File: config.mk
export PLATFORM = sky130hd
export DESIGN_NAME = i2c_master_byte_engine
export DESIGN_NICKNAME = d
export VERILOG_FILES = /design/src/hw/rtl/i2cm_pkg.sv /design/src/hw/rtl/i2c_master_byte_engine.sv /design/src/hw/rtl/i2cm_front.sv /design/src/hw/rtl/i2cm_queue.sv /design/src/hw/rtl/i2cm_back.sv
export SDC_FILE = /design/constraint.sdc
export NUM_CORES = 1
export LEC_CHECK = 0
export BUFFER_PORTS_ARGS = -buffer_cell sky130_fd_sc_hd__buf_2
export CORE_AREA = 2 2 127 129
export DETAILED_ROUTE_END_ITERATION = 7
export DIE_AREA = 0 0 129 131
export GPL_ROUTABILITY_DRIVEN = 0
export PLACE_DENSITY = 0.61
export SYNTH_ARGS = -nofsm -noshare
export SYNTH_HDL_FRONTEND = slang
export SYNTH_HIERARCHICAL = 1
export SYNTH_SLANG_ARGS = --single-unit
File: constraint.sdc
create_clock -name clk -period 6.5 [get_ports clk]
set_clock_uncertainty 0.2 [all_clocks]
set_input_delay 0.975 -clock clk [delete_from_list [all_inputs] [get_ports clk]]
set_output_delay 0.975 -clock clk [all_outputs]
set_load 0.05 [all_outputs]
File: src/hw/rtl/i2cm_pkg.sv
// ============================================================================
// i2cm_pkg
// shared types and constants of the i2c master byte engine
// ============================================================================
`default_nettype none

package i2cm_pkg;

    // item modes on the input stream
    localparam logic [2:0] MODE_TICK  = 3'd0;
    localparam logic [2:0] MODE_START = 3'd1;
    localparam logic [2:0] MODE_STOP  = 3'd2;
    localparam logic [2:0] MODE_WRITE = 3'd3;
    localparam logic [2:0] MODE_READ  = 3'd4;

    localparam int          BITS_PER_BYTE   = 8;
    localparam logic [15:0] HALF_PERIOD_RST = 16'd250;
    localparam int          QUEUE_DEPTH     = 2;

    // what the front end made of one item
    typedef enum logic [2:0] {
        KIND_TICK,
        KIND_START,
        KIND_STOP,
        KIND_WRITE,
        KIND_READ,
        KIND_NONE
    } kind_t;

    typedef struct packed {
        kind_t       kind;
        logic [7:0]  write_byte;
        logic        send_ack;
        logic        sda_in;
    } queue_entry_t;

    // pin sequencer phases
    typedef enum logic [12:0] {
        PH_IDLE    = 13'b0_0000_0000_0001,
        PH_ST1     = 13'b0_0000_0000_0010,
        PH_ST2     = 13'b0_0000_0000_0100,
        PH_SP1     = 13'b0_0000_0000_1000,
        PH_SP2     = 13'b0_0000_0001_0000,
        PH_WB_LOW  = 13'b0_0000_0010_0000,
        PH_WB_HIGH = 13'b0_0000_0100_0000,
        PH_WA_LOW  = 13'b0_0000_1000_0000,
        PH_WA_HIGH = 13'b0_0001_0000_0000,
        PH_RB_HIGH = 13'b0_0010_0000_0000,
        PH_RB_LOW  = 13'b0_0100_0000_0000,
        PH_RA_LOW  = 13'b0_1000_0000_0000,
        PH_RA_HIGH = 13'b1_0000_0000_0000
    } phase_t;

endpackage

`default_nettype wire

File: src/hw/rtl/i2c_master_byte_engine.sv
// ============================================================================
// i2c_master_byte_engine
// i2c master pin sequencer driven by command and tick items
// ============================================================================
// usage
//   s_* carries one item per transfer: s_tuser holds the mode (tick, start,
//   stop, write byte, read byte), s_tdata the byte, ack bit and sampled sda
//   m_* returns exactly one result per item: scl, sda, sda drive enable,
//   busy, done, last ack and last read byte
//   cfg_* writes the half period in ticks; write it only while idle
//   a front end classifies each item into a short queue; the back end pops
//   one entry per cycle unless an untaken result waits, steps the pin sequencer
//   and loads the output register; a result passes the queue, then the register
//   throughput: one item per cycle while m_tready is high, set by the single
//   step of the sequencer per popped entry; while m_tready is low the output
//   register holds one result and the queue takes QUEUE_DEPTH more items,
//   then s_tready drops
//   reset: bus lines high and sda released, sequencer idle, half period 250
//   commands given while busy and unknown modes still yield a result
// ============================================================================
`default_nettype none

module i2c_master_byte_engine
#(
    parameter int QUEUE_DEPTH = i2cm_pkg::QUEUE_DEPTH
)
(
    input  wire logic        clk,
    input  wire logic        rst_n,
    // configuration write channel
    input  wire logic        cfg_valid,
    output      logic        cfg_ready,
    input  wire logic [15:0] cfg_data,     // half_period_ticks
    // input stream
    input  wire logic        s_tvalid,
    output      logic        s_tready,
    input  wire logic [2:0]  s_tuser,      // mode
    input  wire logic [15:0] s_tdata,      // write_byte, send_ack, sda_in, zero fill
    // result stream
    output      logic        m_tvalid,
    input  wire logic        m_tready,
    output      logic [15:0] m_tdata       // scl_level, sda_level, sda_drive, busy_res,
                                           // done_res, ack_received, read_byte, zero fill
);

    i2cm_pkg::queue_entry_t push_entry;
    i2cm_pkg::queue_entry_t head_entry;
    logic q_push;
    logic q_full;
    logic q_not_empty;
    logic q_pop;

    // the register is a plain flop, a write always lands
    assign cfg_ready = 1'b1;

    // classify incoming transfers
    i2cm_front u_front
    (
        .s_tvalid (s_tvalid),
        .s_tready (s_tready),
        .s_tuser  (s_tuser),
        .s_tdata  (s_tdata),
        .q_full   (q_full),
        .q_push   (q_push),
        .q_entry  (push_entry)
    );

    // decouples input acceptance from result stalls
    i2cm_queue
    #(
        .DEPTH (QUEUE_DEPTH)
    )
    u_queue
    (
        .clk        (clk),
        .rst_n      (rst_n),
        .push       (q_push),
        .push_entry (push_entry),
        .full       (q_full),
        .not_empty  (q_not_empty),
        .pop        (q_pop),
        .head       (head_entry)
    );

    // sequencer and output register
    i2cm_back u_back
    (
        .clk         (clk),
        .rst_n       (rst_n),
        .cfg_valid   (cfg_valid),
        .cfg_data    (cfg_data),
        .q_not_empty (q_not_empty),
        .q_head      (head_entry),
        .q_pop       (q_pop),
        .m_tvalid    (m_tvalid),
        .m_tready    (m_tready),
        .m_tdata     (m_tdata)
    );

endmodule

`default_nettype wire

File: src/hw/rtl/i2cm_front.sv
// ============================================================================
// i2cm_front
// accepts input transfers and classifies them into queue entries
// ============================================================================
`default_nettype none

module i2cm_front
(
    input  wire logic                   s_tvalid,
    output      logic                   s_tready,
    input  wire logic [2:0]             s_tuser,
    input  wire logic [15:0]            s_tdata,
    input  wire logic                   q_full,
    output      logic                   q_push,
    output      i2cm_pkg::queue_entry_t q_entry
);

    assign s_tready = !q_full;
    assign q_push   = s_tvalid && !q_full;

    always_comb
    begin
        q_entry.write_byte = s_tdata[7:0];
        q_entry.send_ack   = s_tdata[8];
        q_entry.sda_in     = s_tdata[9];
        case (s_tuser)
            i2cm_pkg::MODE_TICK:  q_entry.kind = i2cm_pkg::KIND_TICK;
            i2cm_pkg::MODE_START: q_entry.kind = i2cm_pkg::KIND_START;
            i2cm_pkg::MODE_STOP:  q_entry.kind = i2cm_pkg::KIND_STOP;
            i2cm_pkg::MODE_WRITE: q_entry.kind = i2cm_pkg::KIND_WRITE;
            i2cm_pkg::MODE_READ:  q_entry.kind = i2cm_pkg::KIND_READ;
            default:              q_entry.kind = i2cm_pkg::KIND_NONE;
        endcase
    end

endmodule

`default_nettype wire

File: src/hw/rtl/i2cm_queue.sv
// ============================================================================
// i2cm_queue
// short fifo of classified items between front and back
// ============================================================================
`default_nettype none

module i2cm_queue
#(
    parameter int DEPTH = i2cm_pkg::QUEUE_DEPTH
)
(
    input  wire logic                   clk,
    input  wire logic                   rst_n,
    input  wire logic                   push,
    input  wire i2cm_pkg::queue_entry_t push_entry,
    output      logic                   full,
    output      logic                   not_empty,
    input  wire logic                   pop,
    output      i2cm_pkg::queue_entry_t head
);

    localparam int PTR_W = (DEPTH > 1) ? $clog2(DEPTH) : 1;
    localparam int CNT_W = $clog2(DEPTH + 1);

    i2cm_pkg::queue_entry_t store_reg [DEPTH];
    logic [PTR_W-1:0] wr_ptr_reg;
    logic [PTR_W-1:0] rd_ptr_reg;
    logic [CNT_W-1:0] count_reg;

    assign full      = (count_reg == CNT_W'(DEPTH));
    assign not_empty = (count_reg != '0);
    assign head      = store_reg[rd_ptr_reg];

    always_ff @(posedge clk)
    begin
        if (push)
        begin
            store_reg[wr_ptr_reg] <= push_entry;
        end
    end

    always_ff @(posedge clk or negedge rst_n)
    begin
        if (!rst_n)
        begin
            wr_ptr_reg <= '0;
            rd_ptr_reg <= '0;
            count_reg  <= '0;
        end
        else
        begin
            if (push)
            begin
                wr_ptr_reg <= (wr_ptr_reg == PTR_W'(DEPTH - 1)) ? '0 : wr_ptr_reg + 1'b1;
            end
            if (pop)
            begin
                rd_ptr_reg <= (rd_ptr_reg == PTR_W'(DEPTH - 1)) ? '0 : rd_ptr_reg + 1'b1;
            end
            if (push && !pop)
            begin
                count_reg <= count_reg + 1'b1;
            end
            else if (pop && !push)
            begin
                count_reg <= count_reg - 1'b1;
            end
        end
    end

endmodule

`default_nettype wire

File: src/hw/rtl/i2cm_back.sv
// ============================================================================
// i2cm_back
// pin sequencer: executes one queued item per cycle, unless an untaken result waits, into the output register
// ============================================================================
`default_nettype none

module i2cm_back
(
    input  wire logic                   clk,
    input  wire logic                   rst_n,
    input  wire logic                   cfg_valid,
    input  wire logic [15:0]            cfg_data,
    input  wire logic                   q_not_empty,
    input  wire i2cm_pkg::queue_entry_t q_head,
    output      logic                   q_pop,
    output      logic                   m_tvalid,
    input  wire logic                   m_tready,
    output      logic [15:0]            m_tdata
);

    localparam logic [3:0] BIT_LIMIT = 4'(i2cm_pkg::BITS_PER_BYTE);

    i2cm_pkg::phase_t phase_reg, phase_next;
    logic [15:0] half_reg;
    logic [15:0] delay_reg, delay_next;
    logic [3:0]  bit_count_reg, bit_count_next;
    logic [7:0]  shift_reg, shift_next;
    logic [7:0]  read_data_reg, read_data_next;
    logic        ack_to_send_reg, ack_to_send_next;
    logic        scl_reg, scl_next;
    logic        sda_reg, sda_next;
    logic        sda_oe_reg, sda_oe_next;
    logic        ack_seen_reg, ack_seen_next;
    logic        done;
    logic [15:0] reload;
    logic        m_tvalid_reg;
    logic [15:0] m_tdata_reg;

    assign reload   = (half_reg == 16'd0) ? 16'd1 : half_reg;
    assign q_pop    = q_not_empty && (!m_tvalid_reg || m_tready);
    assign m_tvalid = m_tvalid_reg;
    assign m_tdata  = m_tdata_reg;

    always_comb
    begin
        phase_next       = phase_reg;
        delay_next       = delay_reg;
        bit_count_next   = bit_count_reg;
        shift_next       = shift_reg;
        read_data_next   = read_data_reg;
        ack_to_send_next = ack_to_send_reg;
        scl_next         = scl_reg;
        sda_next         = sda_reg;
        sda_oe_next      = sda_oe_reg;
        ack_seen_next    = ack_seen_reg;
        done             = 1'b0;
        case (q_head.kind)
            i2cm_pkg::KIND_TICK:
            begin
                if (phase_reg != i2cm_pkg::PH_IDLE)
                begin
                    if (delay_reg > 16'd1)
                    begin
                        delay_next = delay_reg - 16'd1;
                    end
                    else
                    begin
                        delay_next = reload;
                        case (phase_reg)
                            i2cm_pkg::PH_ST1:
                            begin
                                sda_next   = 1'b0;
                                phase_next = i2cm_pkg::PH_ST2;
                            end
                            i2cm_pkg::PH_ST2:
                            begin
                                scl_next = 1'b0;
                                done     = 1'b1;
                            end
                            i2cm_pkg::PH_SP1:
                            begin
                                sda_next   = 1'b1;
                                phase_next = i2cm_pkg::PH_SP2;
                            end
                            i2cm_pkg::PH_WB_LOW:
                            begin
                                scl_next   = 1'b1;
                                phase_next = i2cm_pkg::PH_WB_HIGH;
                            end
                            i2cm_pkg::PH_WB_HIGH:
                            begin
                                scl_next       = 1'b0;
                                shift_next     = {shift_reg[6:0], 1'b0};
                                bit_count_next = bit_count_reg + 4'd1;
                                if (bit_count_next < BIT_LIMIT)
                                begin
                                    sda_next   = shift_next[7];
                                    phase_next = i2cm_pkg::PH_WB_LOW;
                                end
                                else
                                begin
                                    sda_oe_next = 1'b0;
                                    phase_next  = i2cm_pkg::PH_WA_LOW;
                                end
                            end
                            i2cm_pkg::PH_WA_LOW:
                            begin
                                scl_next      = 1'b1;
                                ack_seen_next = !q_head.sda_in;
                                phase_next    = i2cm_pkg::PH_WA_HIGH;
                            end
                            i2cm_pkg::PH_WA_HIGH:
                            begin
                                scl_next    = 1'b0;
                                sda_oe_next = 1'b1;
                                done        = 1'b1;
                            end
                            i2cm_pkg::PH_RB_HIGH:
                            begin
                                shift_next     = {shift_reg[7:1], shift_reg[0] | q_head.sda_in};
                                scl_next       = 1'b0;
                                bit_count_next = bit_count_reg + 4'd1;
                                phase_next     = i2cm_pkg::PH_RB_LOW;
                            end
                            i2cm_pkg::PH_RB_LOW:
                            begin
                                if (bit_count_reg < BIT_LIMIT)
                                begin
                                    shift_next = {shift_reg[6:0], 1'b0};
                                    scl_next   = 1'b1;
                                    phase_next = i2cm_pkg::PH_RB_HIGH;
                                end
                                else
                                begin
                                    sda_oe_next    = 1'b1;
                                    sda_next       = !ack_to_send_reg;
                                    read_data_next = shift_reg;
                                    phase_next     = i2cm_pkg::PH_RA_LOW;
                                end
                            end
                            i2cm_pkg::PH_RA_LOW:
                            begin
                                scl_next   = 1'b1;
                                phase_next = i2cm_pkg::PH_RA_HIGH;
                            end
                            i2cm_pkg::PH_RA_HIGH:
                            begin
                                scl_next = 1'b0;
                                done     = 1'b1;
                            end
                            default:
                            begin
                                // stop second half and anything unexpected just end
                                done = 1'b1;
                            end
                        endcase
                        if (done)
                        begin
                            phase_next = i2cm_pkg::PH_IDLE;
                            delay_next = 16'd0;
                        end
                    end
                end
            end
            i2cm_pkg::KIND_START:
            begin
                if (phase_reg == i2cm_pkg::PH_IDLE)
                begin
                    sda_oe_next = 1'b1;
                    sda_next    = 1'b1;
                    scl_next    = 1'b1;
                    phase_next  = i2cm_pkg::PH_ST1;
                    delay_next  = reload;
                end
            end
            i2cm_pkg::KIND_STOP:
            begin
                if (phase_reg == i2cm_pkg::PH_IDLE)
                begin
                    sda_oe_next = 1'b1;
                    sda_next    = 1'b0;
                    scl_next    = 1'b1;
                    phase_next  = i2cm_pkg::PH_SP1;
                    delay_next  = reload;
                end
            end
            i2cm_pkg::KIND_WRITE:
            begin
                if (phase_reg == i2cm_pkg::PH_IDLE)
                begin
                    sda_oe_next    = 1'b1;
                    shift_next     = q_head.write_byte;
                    bit_count_next = 4'd0;
                    sda_next       = q_head.write_byte[7];
                    phase_next     = i2cm_pkg::PH_WB_LOW;
                    delay_next     = reload;
                end
            end
            i2cm_pkg::KIND_READ:
            begin
                if (phase_reg == i2cm_pkg::PH_IDLE)
                begin
                    sda_oe_next      = 1'b0;
                    shift_next       = 8'd0;
                    bit_count_next   = 4'd0;
                    ack_to_send_next = q_head.send_ack;
                    scl_next         = 1'b1;
                    phase_next       = i2cm_pkg::PH_RB_HIGH;
                    delay_next       = reload;
                end
            end
            default:
            begin
                // unknown mode leaves the state alone
            end
        endcase
    end

    always_ff @(posedge clk or negedge rst_n)
    begin
        if (!rst_n)
        begin
            half_reg        <= i2cm_pkg::HALF_PERIOD_RST;
            phase_reg       <= i2cm_pkg::PH_IDLE;
            delay_reg       <= 16'd0;
            bit_count_reg   <= 4'd0;
            shift_reg       <= 8'd0;
            read_data_reg   <= 8'd0;
            ack_to_send_reg <= 1'b0;
            scl_reg         <= 1'b1;
            sda_reg         <= 1'b1;
            sda_oe_reg      <= 1'b0;
            ack_seen_reg    <= 1'b0;
            m_tvalid_reg    <= 1'b0;
        end
        else
        begin
            if (cfg_valid)
            begin
                half_reg <= cfg_data;
            end
            if (q_pop)
            begin
                phase_reg       <= phase_next;
                delay_reg       <= delay_next;
                bit_count_reg   <= bit_count_next;
                shift_reg       <= shift_next;
                read_data_reg   <= read_data_next;
                ack_to_send_reg <= ack_to_send_next;
                scl_reg         <= scl_next;
                sda_reg         <= sda_next;
                sda_oe_reg      <= sda_oe_next;
                ack_seen_reg    <= ack_seen_next;
                m_tvalid_reg    <= 1'b1;
            end
            else if (m_tready)
            begin
                m_tvalid_reg <= 1'b0;
            end
        end
    end

    always_ff @(posedge clk)
    begin
        if (q_pop)
        begin
            m_tdata_reg <= {2'b00, read_data_next, ack_seen_next, done,
                            (phase_next != i2cm_pkg::PH_IDLE), sda_oe_next,
                            sda_next, scl_next};
        end
    end

endmodule

`default_nettype wire

==> flow_metrics.py <==
metrics = {
    "sta": {
        "rsz0062_at_grt": "no",
        "max_freq_mhz": 267,
        "drv_slew": 0,
        "relSlewSlack_pct": 20.7,
        "tightest_slew_ns": 1.19,
        "setup_viol": 0,
        "finalCritPeriodShare_pct": 57.5,
        "period_needed_ns": 3.74,
        "hold_slack_ns": 0.285,
        "finalSetupTns_ns": 0,
        "finalHoldViolCount": 0,
    },
    "critical_path": {
        "required_ns": 6.60,
        "start_kind": "flip-flop",
        "r2r_end": "u_back/read_data_reg[7]",
        "crit_slowest_cell": "dfrtp_1",
        "arrival_ns": 3.84,
        "ff2ff_path_depth": 6,
        "crit_chain": "mux2_2, or3_1, nor4_2, nor2b_4, mux2_4, mux2_4",
        "cp-end-kind": "flip-flop",
        "cp-startpoint": "u_queue/rd_ptr_reg",
        "regToRegSetupSlack_ns": 2.76,
        "cp_max_fo": 18,
        "cp_common_cell": "mux2_4",
        "path_class": "reg2reg",
        "r2r-start": "u_queue/rd_ptr_reg",
        "slowest_delay_ns": 0.74,
    },
    "power_and_ir_drop": {
        "intPower_uw": 1950,
        "power.leakage_uw": 0.00283,
        "combPwrFrac_pct": 34.1,
        "swShare_pct": 37.6,
        "p_clk_share_pct": 30.3,
        "pwr-share-seq_pct": 35.6,
        "p_per_area_mw_per_mm2": 445,
        "peakVddDrop_mv": 0.237,
        "power_switching_uw": 1180,
    },
    "synth": {
        "ys_types": 68,
        "ys_async_sr_fraction_pct": 65.2,
        "synth-main-ff-cell": "dfrtp_1",
        "synth_top_area_share_pct": 26.9,
        "syn_area_mm2": 0.00614,
        "synth_commonest_cells": "dfrtp_1, o21ai_0, mux2_2",
        "synth_top_area_cell": "dfrtp_1",
        "avgSynthCellArea_um2": 10.9,
        "synth_edf_count": 40,
        "ys_seq_area_share_pct": 50.3,
        "synthTopCellsByArea": "dfrtp_1, edfxtp_1, mux2_2",
        "synth-seq-cells": 115,
        "yosysMostFrequentCell": "dfrtp_1",
        "postSynthCellCount": 566,
        "yosysWarnings": 6,
    },
    "outcome": {
        "outcome": "finished clean",
    },
    "route": {
        "drt_wl_total_um": 14500,
        "drt_first_pass_iters": 5,
        "drc": 0,
        "num_vias": 4654,
        "routedWlPerCell_um": 17.7,
        "drt-initial-drc-count": 387,
        "ant_nets": 0,
        "routed_via_density": 5.68,
    },
    "cts": {
        "clkSinkCount": 115,
        "htreeDepth": 4,
        "cts_setup_buffers": 0,
        "clk_pin_slew_ns": 0.05,
        "clk_root_buffer_cell": "clkbuf_16",
        "cts_hold_buf": 0,
        "clk-insertion-delay-late_ns": 0.42,
        "cts_made_buffers": 17,
        "clockBufferDepth": 2,
        "tritoncts": "built",
        "cts_resized": 0,
    },
    "floorplanning": {
        "dieArea_mm2": 0.0169,
        "die_x_um": 129,
        "core_area_mm2": 0.0156,
        "ios": 59,
        "die_height_um": 131,
        "row_count": 46,
        "start_util_pct": 39.4,
    },
    "worst_hold_path": {
        "worstHoldPathCells": 1,
        "holdPathEnd": "u_queue/count_reg[1]",
        "hp-class": "reg2reg",
        "min_from": "u_queue/count_reg[1]",
    },
    "place": {
        "dp_cells": 788,
        "dpl_cell_area_mm2": 0.00643,
        "portBuffers": 49,
        "dp_hpwl_um": 9710,
    },
    "final_layout": {
        "fin_cells": 820,
        "final_net_count": 635,
        "syn_to_final_growth_pct": 14.5,
        "largest_register_ffs": 26,
        "diodes": 0,
        "postLayoutCellArea_mm2": 0.00703,
        "layout-drive-gt1-share_pct": 26.7,
        "fin_util_pct": 45.1,
    },
    "global_routing": {
        "grt_usage_pct": 18.1,
        "overflow": 0,
        "use_met2_pct": 28.9,
        "first_global_vias": 4542,
        "grtUsageMet1_pct": 23.4,
        "grt_pass1_wl_um": 23700,
        "grt_start_max_net_pins": 76,
        "busiest_layer": "met2",
        "grt_use_met3_pct": 4.44,
        "antenna_found_initial": 0,
    },
    "job": {
        "cap_violations": 0,
    },
}
[cell usage in the layout, fill, tap and decap left out, drive strengths merged, types with 5 or more instances in the layout]
cell type / instances
edfxtp: 40
o31ai: 6
nand2: 35
nor3: 20
o211ai: 5
o21ai: 47
nand3: 17
o41ai: 5
nor4: 20
inv: 11
a22o: 11
dfrtp: 66
clkinv: 5
mux2: 58
nand4: 7
clkbuf: 23
or4: 6
dfstp: 9
nor2: 37
buf: 54
nor2b: 7
nand2b: 5
a21oi: 22
or3: 5
xor2: 10
[logic make-up after synthesis]
kind of cell | count (synthesis) | synth area share [%]
flip-flops | 115 | 50.3
XOR/XNOR | 14 | 2.00
adder cells (fa/ha/maj) | 4 | 0.815
AO/OA/AOI/OAI | 129 | 13.6
other | 2 | 0.122
buffers and inverters | 60 | 5.13
multiplexers | 61 | 12.1
AND/OR/NAND/NOR | 181 | 16.0
[worst max path at each step]
stage                              endpoint  slack (ns)  depth (start not counted)
global placement    u_back/read_data_reg[6]        2.79                          6
detailed placement  u_back/read_data_reg[7]        2.81                          6
global route        u_back/read_data_reg[6]        2.59                          6
CTS                 u_back/read_data_reg[3]        2.79                          6
floorplan                 u_back/m_tdata[3]        3.38                          9
finish              u_back/read_data_reg[7]        2.76                          6
[critical path: cells and delay by family, from the launching register on]
kind | cells | cell delay [ns]
flip-flops | 1 | 0.74
AND/OR/NAND/NOR | 3 | 1.52
multiplexers | 3 | 1.15
[routing by layer]
metal | routed length, µm | vias up
li1 | - | 2154
met1 | 6430 | 2291
met2 | 6850 | 183
met3 | 904 | 26
met4 | 286 | 0
met5 | 0 | -
[final cells by class]
type                       instances  area, µm²
sequential                       115       3090
clock buffer                      23        479
inverter                          11       41.3
tap                              216        270
timing repair buffer              54        283
clock inverter                     9        126
multi-input combinational        392       2740
fill                            1434       8560
[power by group through the flow]
stage | Sequential, µW | Clock [µW] | Combinational, µW
6_report | 1110 | 948 | 1070
5_1_grt | 1130 | 998 | 1180
4_1_cts | 1110 | 967 | 1060
3_5_place_dp | 1120 | 0 | 1050
3_3_place_gp | 1110 | 0 | 1030
2_1_floorplan | 1150 | 0 | 769
[stage by stage]
| stage | total power [µW] | worst slack, ns |
|---|---|---|
| 3_3_place_gp | 2140 | 2.79 |
| 6_report | 3130 | 2.76 |
| 4_1_cts | 3140 | 2.79 |
| 5_1_grt | 3310 | 2.59 |
| 3_5_place_dp | 2170 | 2.81 |
| 2_1_floorplan | 1920 | 3.38 |
Note: power is estimated with default switching activity, not from simulation.
